--- config.mk ---
export PLATFORM = sky130hd
export DESIGN_NAME = marker_length_frame_parser
export DESIGN_NICKNAME = d
export VERILOG_FILES = /design/src/sv/mlfp_pkg.sv /design/src/sv/mlfp_parser.sv /design/src/sv/mlfp_out_fifo.sv /design/src/sv/marker_length_frame_parser.sv
export SDC_FILE = /design/constraint.sdc
export NUM_CORES = 1
export LEC_CHECK = 0
export BUFFER_PORTS_ARGS = -buffer_cell sky130_fd_sc_hd__buf_2
export CAP_MARGIN = 20
export CELL_PAD_IN_SITES_DETAIL_PLACEMENT = 1
export CELL_PAD_IN_SITES_GLOBAL_PLACEMENT = 2
export CORE_MARGIN = 2
export CORE_UTILIZATION = 40
export DETAILED_ROUTE_END_ITERATION = 10
export MAX_ROUTING_LAYER = met4
export PLACE_DENSITY_LB_ADDON = 0.1
export REMOVE_ABC_BUFFERS = 1
export SKIP_LAST_GASP = 1
export SYNTH_ARGS = -nofsm -noshare
export SYNTH_HDL_FRONTEND = slang
export SYNTH_SLANG_ARGS = --single-unit
--- constraint.sdc ---
create_clock -name i_clk -period 7.5 [get_ports i_clk]
set_input_delay 0.375 -clock i_clk [delete_from_list [all_inputs] [get_ports i_clk]]
set_output_delay 0.375 -clock i_clk [all_outputs]
set_load 0.02 [all_outputs]
--- src/sv/mlfp_pkg.sv ---
package mlfp_pkg;

    localparam logic [7:0] START_BYTE_RST    = 8'd2;
    localparam logic [7:0] OPEN_BYTE_RST     = 8'd60;
    localparam logic [7:0] CLOSE_BYTE_RST    = 8'd62;
    localparam logic [7:0] MAX_LEN_RST       = 8'd64;
    localparam logic [7:0] LEN_BIAS          = 8'd2;
    localparam int         OUT_DEPTH_DEF     = 4;
    localparam int         CFG_ADDR_W        = 2;
    localparam int         TDATA_W           = 72;

    typedef enum logic [CFG_ADDR_W-1:0] {
        REG_START_BYTE = 2'd0,
        REG_OPEN_BYTE  = 2'd1,
        REG_CLOSE_BYTE = 2'd2,
        REG_MAX_LEN    = 2'd3
    } t_cfg_reg;

    typedef enum logic [2:0] {
        ERR_NONE   = 3'd0,
        ERR_START  = 3'd1,
        ERR_LENGTH = 3'd2,
        ERR_OPEN   = 3'd3,
        ERR_TRUNC  = 3'd4,
        ERR_CLOSE  = 3'd5
    } t_err;

    typedef enum logic {
        KIND_PAYLOAD = 1'b0,
        KIND_STATUS  = 1'b1
    } t_kind;

    typedef struct packed {
        logic [7:0] check_byte;
        logic [7:0] body_len;
        logic [7:0] message_type;
        logic [7:0] message_id;
        logic [7:0] dest_addr;
        logic [7:0] source_addr;
        logic [2:0] error_code;
        logic       frame_ok;
        logic [7:0] payload_index;
        logic [7:0] payload_byte;
        t_kind      kind;
    } t_result;

    typedef struct packed {
        logic    first_vld;
        logic    second_vld;
        t_result first;
        t_result second;
    } t_push;

endpackage

--- src/sv/mlfp_parser.sv ---
module mlfp_parser (
    input  logic                             i_clk,
    input  logic                             i_rst_n,
    input  logic                             i_cfg_we,
    input  logic [mlfp_pkg::CFG_ADDR_W-1:0]  i_cfg_addr,
    input  logic [7:0]                       i_cfg_wdata,
    input  logic                             i_accept,
    input  logic [7:0]                       i_rx_byte,
    input  logic                             i_buffer_end,
    output mlfp_pkg::t_push                  o_push
);
    import mlfp_pkg::*;

    typedef enum logic [3:0] {
        PH_START = 4'd0,
        PH_SRC   = 4'd1,
        PH_DST   = 4'd2,
        PH_ID    = 4'd3,
        PH_TYPE  = 4'd4,
        PH_LEN   = 4'd5,
        PH_OPEN  = 4'd6,
        PH_DATA  = 4'd7,
        PH_CLOSE = 4'd8,
        PH_CHECK = 4'd9
    } t_phase;

    logic [7:0] r_start_byte, r_open_byte, r_close_byte, r_max_len;
    t_phase     r_phase, n_phase;
    logic [7:0] r_src, n_src, r_dst, n_dst, r_id, n_id, r_type, n_type;
    logic [7:0] r_len, n_len, r_count, n_count;
    logic       r_dropping, n_dropping;

    t_err       err;
    logic       ok_done;
    logic       pay_vld;
    logic       stat_vld;
    logic [7:0] len_val;
    t_result    pay_res, stat_res;

    always_comb begin
        n_phase    = r_phase;
        n_src      = r_src;
        n_dst      = r_dst;
        n_id       = r_id;
        n_type     = r_type;
        n_len      = r_len;
        n_count    = r_count;
        n_dropping = r_dropping;
        err        = ERR_NONE;
        ok_done    = 1'b0;
        pay_vld    = 1'b0;
        len_val    = i_rx_byte - LEN_BIAS;

        if (!r_dropping) begin
            case (r_phase)
                PH_SRC: begin
                    n_src   = i_rx_byte;
                    n_phase = PH_DST;
                end
                PH_DST: begin
                    n_dst   = i_rx_byte;
                    n_phase = PH_ID;
                end
                PH_ID: begin
                    n_id    = i_rx_byte;
                    n_phase = PH_TYPE;
                end
                PH_TYPE: begin
                    n_type  = i_rx_byte;
                    n_phase = PH_LEN;
                end
                PH_LEN: begin
                    if (i_rx_byte < LEN_BIAS || len_val > r_max_len) begin
                        err = ERR_LENGTH;
                    end else begin
                        n_len   = len_val;
                        n_phase = PH_OPEN;
                    end
                end
                PH_OPEN: begin
                    if (i_rx_byte != r_open_byte) begin
                        err = ERR_OPEN;
                    end else begin
                        n_count = '0;
                        n_phase = (r_len == '0) ? PH_CLOSE : PH_DATA;
                    end
                end
                PH_DATA: begin
                    pay_vld = 1'b1;
                    n_count = r_count + 8'd1;
                    if (n_count >= r_len) begin
                        n_phase = PH_CLOSE;
                    end
                end
                PH_CLOSE: begin
                    if (i_buffer_end) begin
                        err = ERR_TRUNC;
                    end else if (i_rx_byte != r_close_byte) begin
                        err = ERR_CLOSE;
                    end else begin
                        n_phase = PH_CHECK;
                    end
                end
                PH_CHECK: begin
                    ok_done = 1'b1;
                end
                default: begin
                    n_src   = '0;
                    n_dst   = '0;
                    n_id    = '0;
                    n_type  = '0;
                    n_len   = '0;
                    n_count = '0;
                    if (i_rx_byte != r_start_byte) begin
                        err = ERR_START;
                    end else begin
                        n_phase = PH_SRC;
                    end
                end
            endcase

            if (!ok_done && err == ERR_NONE && i_buffer_end) begin
                err = ERR_TRUNC;
            end
            if (ok_done || err != ERR_NONE) begin
                n_phase    = PH_START;
                n_dropping = !i_buffer_end;
            end
        end else if (i_buffer_end) begin
            n_dropping = 1'b0;
            n_phase    = PH_START;
        end
    end

    assign stat_vld = !r_dropping && (ok_done || err != ERR_NONE);

    always_comb begin
        pay_res               = '0;
        pay_res.kind          = KIND_PAYLOAD;
        pay_res.payload_byte  = i_rx_byte;
        pay_res.payload_index = r_count;

        stat_res              = '0;
        stat_res.kind         = KIND_STATUS;
        stat_res.frame_ok     = ok_done;
        stat_res.error_code   = err;
        stat_res.source_addr  = n_src;
        stat_res.dest_addr    = n_dst;
        stat_res.message_id   = n_id;
        stat_res.message_type = n_type;
        stat_res.body_len     = n_len;
        stat_res.check_byte   = ok_done ? i_rx_byte : 8'd0;
    end

    always_comb begin
        o_push            = '0;
        o_push.first_vld  = i_accept && (pay_vld || stat_vld);
        o_push.second_vld = i_accept && pay_vld && stat_vld;
        o_push.first      = pay_vld ? pay_res : stat_res;
        o_push.second     = stat_res;
    end

    always_ff @(posedge i_clk) begin
        if (!i_rst_n) begin
            r_start_byte <= START_BYTE_RST;
            r_open_byte  <= OPEN_BYTE_RST;
            r_close_byte <= CLOSE_BYTE_RST;
            r_max_len    <= MAX_LEN_RST;
        end else if (i_cfg_we) begin
            case (t_cfg_reg'(i_cfg_addr))
                REG_START_BYTE: r_start_byte <= i_cfg_wdata;
                REG_OPEN_BYTE:  r_open_byte  <= i_cfg_wdata;
                REG_CLOSE_BYTE: r_close_byte <= i_cfg_wdata;
                REG_MAX_LEN:    r_max_len    <= i_cfg_wdata;
                default: ;
            endcase
        end
    end

    always_ff @(posedge i_clk) begin
        if (!i_rst_n) begin
            r_phase    <= PH_START;
            r_src      <= '0;
            r_dst      <= '0;
            r_id       <= '0;
            r_type     <= '0;
            r_len      <= '0;
            r_count    <= '0;
            r_dropping <= 1'b0;
        end else if (i_accept) begin
            r_phase    <= n_phase;
            r_src      <= n_src;
            r_dst      <= n_dst;
            r_id       <= n_id;
            r_type     <= n_type;
            r_len      <= n_len;
            r_count    <= n_count;
            r_dropping <= n_dropping;
        end
    end

endmodule

--- src/sv/mlfp_out_fifo.sv ---
module mlfp_out_fifo #(
    parameter int DEPTH = mlfp_pkg::OUT_DEPTH_DEF
) (
    input  logic              i_clk,
    input  logic              i_rst_n,
    input  mlfp_pkg::t_push   i_push,
    output logic              o_room,
    output logic              o_valid,
    input  logic              i_ready,
    output mlfp_pkg::t_result o_data
);
    import mlfp_pkg::*;

    localparam int AW = (DEPTH > 1) ? $clog2(DEPTH) : 1;
    localparam int CW = $clog2(DEPTH + 1);

    t_result        r_mem [DEPTH];
    logic [AW-1:0]  r_wr, n_wr, r_rd, wr_next;
    logic [CW-1:0]  r_count, n_count;
    logic           pop;

    function automatic logic [AW-1:0] f_inc(input logic [AW-1:0] p);
        f_inc = (p == AW'(DEPTH - 1)) ? '0 : p + 1'b1;
    endfunction

    assign wr_next = f_inc(r_wr);
    assign pop     = o_valid && i_ready;
    assign o_valid = (r_count != '0);
    assign o_room  = (r_count <= CW'(DEPTH - 2));
    assign o_data  = r_mem[r_rd];

    always_comb begin
        n_wr    = r_wr;
        n_count = r_count - CW'(pop);
        if (i_push.second_vld) begin
            n_wr    = f_inc(wr_next);
            n_count = n_count + CW'(2);
        end else if (i_push.first_vld) begin
            n_wr    = wr_next;
            n_count = n_count + CW'(1);
        end
    end

    always_ff @(posedge i_clk) begin
        if (i_push.first_vld) begin
            r_mem[r_wr] <= i_push.first;
        end
        if (i_push.second_vld) begin
            r_mem[wr_next] <= i_push.second;
        end
    end

    always_ff @(posedge i_clk) begin
        if (!i_rst_n) begin
            r_wr    <= '0;
            r_rd    <= '0;
            r_count <= '0;
        end else begin
            r_wr    <= n_wr;
            r_count <= n_count;
            if (pop) begin
                r_rd <= f_inc(r_rd);
            end
        end
    end

endmodule

--- src/sv/marker_length_frame_parser.sv ---
// Byte-serial parser for start-byte / length framed packets. One byte is taken
// per cycle on the slave stream (tlast marks the buffer end); the frame state
// updates in that same cycle and its results land in a small output queue of
// OUT_DEPTH entries, so a new byte is taken in every cycle while the queue holds
// at most OUT_DEPTH-2 results. Payload bytes come out as they arrive (tuser 0),
// followed by one status result per frame (tuser 1): frame_ok, or an error code
// (1 bad start, 2 bad length, 3 no open marker, 4 truncated, 5 no close marker).
// Discard the payload of a frame whose status is an error. A payload byte that
// ends the buffer gives two results, which the queue absorbs. Bytes after a
// status are dropped until the buffer ends. Markers and the length limit are set
// through the write port (0 start, 1 open, 2 close, 3 max payload length); write
// them only while the block is idle, which the block itself does not enforce.
module marker_length_frame_parser #(
    parameter int OUT_DEPTH = mlfp_pkg::OUT_DEPTH_DEF
) (
    input  logic                                i_clk,
    input  logic                                i_rst_n,
    input  logic                                i_cfg_we,
    input  logic [mlfp_pkg::CFG_ADDR_W-1:0]     i_cfg_addr,
    input  logic [7:0]                          i_cfg_wdata,
    input  logic                                s_axis_tvalid,
    output logic                                s_axis_tready,
    input  logic [7:0]                          s_axis_tdata,  // rx_byte
    input  logic                                s_axis_tlast,
    output logic                                m_axis_tvalid,
    input  logic                                m_axis_tready,
    // payload_byte, payload_index, frame_ok, error_code, source_addr, dest_addr,
    // message_id, message_type, body_len, check_byte, zero pad
    output logic [mlfp_pkg::TDATA_W-1:0]        m_axis_tdata,
    output logic                                m_axis_tuser   // kind
);
    import mlfp_pkg::*;

    t_push   push;
    t_result res;
    logic    room;
    logic    accept;

    assign s_axis_tready = room;
    assign accept        = s_axis_tvalid && room;

    mlfp_parser u_parser (
        .i_clk        (i_clk),
        .i_rst_n      (i_rst_n),
        .i_cfg_we     (i_cfg_we),
        .i_cfg_addr   (i_cfg_addr),
        .i_cfg_wdata  (i_cfg_wdata),
        .i_accept     (accept),
        .i_rx_byte    (s_axis_tdata),
        .i_buffer_end (s_axis_tlast),
        .o_push       (push)
    );

    mlfp_out_fifo #(
        .DEPTH (OUT_DEPTH)
    ) u_out_fifo (
        .i_clk   (i_clk),
        .i_rst_n (i_rst_n),
        .i_push  (push),
        .o_room  (room),
        .o_valid (m_axis_tvalid),
        .i_ready (m_axis_tready),
        .o_data  (res)
    );

    assign m_axis_tuser = res.kind;
    assign m_axis_tdata = {4'd0, res.check_byte, res.body_len, res.message_type,
                           res.message_id, res.dest_addr, res.source_addr,
                           res.error_code, res.frame_ok, res.payload_index,
                           res.payload_byte};

endmodule

* Yosys cells after proc, flatten, opt, wreduce, memory -nomap -nowiden
Memories as Yosys holds them, arrays and structs flattened. A register that Yosys moved wholly into a read port is not among the register bits. Cells that the tools add are included. W data, S select, Z words.
Cells by class: add/subtract/negate cells 8, multiply operators 0, div/mod/pow operators 0, magnitude comparators 4, equal/unequal tests 27, shift-type cells 0, muxes and demuxes 57, bitwise gates (word level) 2, reduce and logical (&&, ||, !) cells 35
Operators with widths (number):
- $pmux W8 S2 | 5
- $mux W69 | 1
- $mux W8 | 8
- $mux W4 | 10
- $reduce_or A8 Y1 | 5
- $pmux W4 S9 | 1
- $mux W3 | 8
- $ne A8 B8 Y1 | 3
- $pmux W8 S3 | 1
- $mux W2 | 9
- $eq A4 B3 Y1 const B | 4
- $mux W1 | 13
- $pmux W3 S4 | 1
- $ne A11 B10 Y1 const B | 1
- $eq A2 B2 Y1 const B | 5
- $reduce_and A9 Y1 | 1
- $reduce_bool A3 Y1 | 3
- $add A8 B1 Y8 const B | 1
- $eq A4 B2 Y1 const B | 2
- $eq A4 B4 Y1 const B | 2
- $ge A8 B8 Y1 | 1
- $gt A8 B8 Y1 | 1
- $logic_and A1 B1 Y1 | 8
- $logic_not A8 Y1 | 1
- 25 further kinds | 38
Storage, ports and cells: bits in registers 92, latch bits 0, RAM bits 276, memory bits (read-only) 0, word-level logic and storage cells 149, memories kept 1
Memory list:
- u_out_fifo.r_mem | depth 4, bits a word 69, rd ports 1, clocked after Yosys merged registers in 1, wr ports 2, RTL line mlfp_out_fifo.sv:17 | t_result r_mem [DEPTH];

* Longest topological paths before layout
word-level depth 19, mapped depth 16, mapped depth without buffers 13

* By module
Synthesis repeated with hierarchy kept, for this count alone.
Unflattened totals: cell total of the unflattened synthesis 1458, area total of the unflattened synthesis 19145.9 µm²
By module, submodules not included:
- mlfp_out_fifo | instances 1, cells an instance 731, area each 13746.9 µm²
- mlfp_parser | instances 1, cells an instance 721, area each 5358.9 µm²
- marker_length_frame_parser | instances 1, cells an instance 6, area each 40.0 µm²

* Worst setup path before layout
OpenSTA, ideal clock, no wires.
path type input-to-reg, start in s_axis_tdata[1], end mem u_out_fifo.r_mem[2][17] in the netlist's numbering (enable), setup time 0.413 ns, arrival time 4.070 ns, setup slack 3.017 ns, stages on the path 15, buffers on the path 3, cells stage by stage buf_4 or4_4 nor2_1 xnor2_1 inv_1 ha_1 nand2_1 o21ai_0 nor2_1 a211o_1 and3_1 buf_6 buf_6 a21oi_1 or2_1
RTL lines:
- start: declaration | RTL line marker_length_frame_parser.sv:23 | input logic [7:0] s_axis_tdata,
- end: declaration | RTL line mlfp_out_fifo.sv:17

==> metrics.txt <==
worst skew pair latency=between 0.5 and 0.6 ns; vias in the first global route=13300; Synth-to-Final Area Change=11.3%; pre-CTS setup slack=between 1.5 and 2 ns; gr ovfl total=0; initial antenna violation count=1; Setup CP Type=register to register; Num CTS Buffers=43; Vias=around 13000; Filler cells=roughly 4800; Hold WS=between 0.08 and 0.09 ns; relative slew slack=approximately 30%; mapped cell area=around 18000 µm²; CTS tree=built; status=completed; share of cells above drive strength 1=16.0%; Crit path max-delay family=simple AND/OR/NAND/NOR gates; maximum fanout along the worst path=34; clk sink count=370; DRT Wirelength=~53 mm; PwrDens=between 200 and 300 nW/µm²; Hold Crit Class=input port to register; Synth top area share=a little over a third; Post-Layout Inst Area=19700 µm²; gr usage total=a little under a quarter; worst path cell trace=or2_0 > a211oi_1 > nor3b_1 > nand3_2 > and3_1 > or2_2 > buf_4; count of different cell masters after synthesis=64; Lkg Pwr=around 6.6 nW; Seq/Total Area, Yosys=between 50% and 60%; RSZ-0062 raised after global routing=no; area of the multi-input gates=~7400 µm²; chip width=~210 µm; dominant cell type by area after synthesis=edfxtp_1; CTS root buffer=clkbuf_16; Longest Clk Path Bufs=3; DR top layer=met4; Total Die Area=between 40000 and 50000 µm²; Synth area leaders=edfxtp_1 35%, dfxtp_1 18%, mux4_2 8.8%; Final ANT Viol Nets=0; f_max=approximately 210 MHz; Non-Filler Instances=about 2300; Final GP Congestion=just over 0.8; Primary FF master, synth=edfxtp_1; global-route wire length before repair=approximately 82 mm; # rows=77; H-tree depth=2; maximum vdd drop=~0.21 mV; WL met3=2.11 mm; Synth Instances=~1700; period utilization=about two thirds; Core ar.=~44000 µm²; min cycle time layout=between 4 and 5 ns; max-slew violation count=0; Finish-stage setup viols=0; io pins=99; CP required=between 7 and 8 ns; Worst Path Buf+Inv=1; dpl cells=between 2000 and 2500; Critical Path Max Stage Delay=0.94 ns; Setup Fix Bufs, Post-CTS=0; CTS clk-pin slew, worst paths=around 0.06 ns; met1 WL=24.1 mm; Avg Inst Size Synth=~11 µm²; Top reg by flops=u_out_fifo.r_mem; Startpoint Class=register; Die Span Y=215 µm; NumNets Final=between 1500 and 2000; DR DRC count=0; hold bufs inserted after CTS=0; wire per inst=roughly 23 µm; yosys warns=0; DP Area=18400 µm²; Worst Setup End Kind=register; Vias/cell=5.67; first-pass detailed-route iteration total=5; Fin. Hold Viols=0; PortBufs=94; DP HPWL=32.8 mm; register-to-register setup slack=roughly 2.6 ns; metal2 WL=26.1 mm; Max Cap Viol=0; ys async rst share=0%; setup TNS=0 ns; initial core utilization=roughly 40%; 1st-iter DRT viols=around 900; Worst Path Arrival=between 5 and 6 ns; clock skew=0.0149 ns; max reg flops=between 200 and 300; Worst-Margin Slew=between 1 and 1.5 ns; critical path's slowest cell=or2_2; final cell utilization of the core=44.8%; largest net degree at the start of global routing=about 110; cts repair resizes=0; Final Worst Setup Slack=between 2 and 3 ns; EDFF count, synth=208; sequential cell area=9500 µm²; #FFs+latches synth=370; Tot Pwr=about 5.8 mW
-- routing by layer --
metal  GRT usage (%)  up-vias
li1                -     6044
met1            31.6     6617
met2            38.4      280
met3            3.19       58
met4            6.30        0
met5               -        -
-- where the power goes --
group | total [mW] | switching, mW | internal [mW]
logic | 1.28 | 0.869 | 0.414
registers | 2.45 | 0.114 | 2.34
clock network | 2.02 | 0.864 | 1.16
total | 5.76 | 1.85 | 3.91
-- Yosys cell counts (4+ instances only) --
master	n
nand3b_1	4
a21oi_1	126
a22oi_1	38
nand3_1	82
xor2_1	31
buf_1	8
mux4_2	69
nand2b_1	4
and2_1	7
edfxtp_1	208
a21boi_0	64
inv_1	34
nand4_1	9
a211o_1	4
or2_1	5
dfxtp_1	162
o21ai_0	27
o21ai_1	4
a31oi_1	67
nor2_1	289
buf_4	21
nor3_1	11
nor2b_1	7
mux2i_1	11
or3_1	5
buf_6	14
and3_1	10
xnor2_1	4
a22oi_2	4
nor4_1	7
clkbuf_1	88
nand2_1	102
a211oi_1	36
buf_2	17
ha_1	29
-- logic make-up (layout without fill, tap and decap cells) --
| family | count (synthesis) | in the layout | synth area share [%] |
|---|---|---|---|
| flops | 370 | 370 | 53.5 |
| fa+ha+maj | 30 | 30 | 2.10 |
| simple gates | 560 | 560 | 14.0 |
| compound gates | 390 | 390 | 14.1 |
| xor+xnor | 35 | 35 | 1.73 |
| other cells | 1 | 5 | 0.0211 |
| buf+inv | 183 | 229 | 5.03 |
| mux | 81 | 81 | 9.44 |
-- placed cells by master, fill, tap and decap left out, types with 4 or more instances in the layout --
| cell type | synthesis | routed |
|---|---|---|
| and2_1 | 7 | 6 |
| a31oi_1 | 67 | 67 |
| clkinv_1 | 0 | 7 |
| clkinv_2 | 0 | 7 |
| nand2b_1 | 4 | 4 |
| dfxtp_1 | 162 | 160 |
| a22oi_1 | 38 | 38 |
| xnor2_1 | 4 | 4 |
| clkbuf_8 | 0 | 6 |
| nand3_1 | 82 | 81 |
| nor4_1 | 7 | 7 |
| mux4_2 | 69 | 69 |
| xor2_1 | 31 | 31 |
| clkbuf_16 | 0 | 43 |
| nor2_1 | 289 | 287 |
| o21ai_0 | 27 | 27 |
| a21boi_0 | 64 | 64 |
| clkbuf_1 | 88 | 12 |
| conb_1 | 1 | 4 |
| and3_1 | 10 | 9 |
| a211oi_1 | 36 | 36 |
| nand2_1 | 102 | 101 |
| buf_2 | 17 | 95 |
| buf_4 | 21 | 19 |
| o21ai_1 | 4 | 4 |
| a22oi_2 | 4 | 4 |
| nor3_1 | 11 | 11 |
| a211o_1 | 4 | 4 |
| mux2i_1 | 11 | 11 |
| nor2b_1 | 7 | 7 |
| or2_2 | 1 | 5 |
| inv_1 | 34 | 34 |
| a21oi_1 | 126 | 126 |
| or3_1 | 5 | 5 |
| nand3b_1 | 4 | 4 |
| nand4_1 | 9 | 9 |
| ha_1 | 29 | 29 |
| edfxtp_1 | 208 | 208 |
-- tightest hold or removal path, stage by stage --
cell	delay [ns]
buf_2	0.13
nand2_1	0.06
a21oi_1	0.05
-- cell type report --
cell class              instances  share of cell area [%]
multi-input cells            1100                    37.4
inverters                      35                   0.666
repair buffers                115                    3.19
clock buffers                  61                    6.10
diodes                          1                  0.0127
well taps                     592                    3.75
flip-flops and latches        370                    48.1
clock inverters                18                   0.742
-- path summary, 6_finish.rpt --
check / endpoint / from / depth (start not counted)
setup reg to reg: u_out_fifo.r_mem[1][58] / u_parser.r_phase[3] / 7
hold reg to reg: u_parser.r_max_len[7] / u_parser.r_max_len[7] / 2
setup / recovery: u_out_fifo.r_mem[1][58] / u_parser.r_phase[3] / 7
hold / removal: u_parser.r_close_byte[7] / i_cfg_wdata[7] / 3
Power figures use the tool's default switching activity.
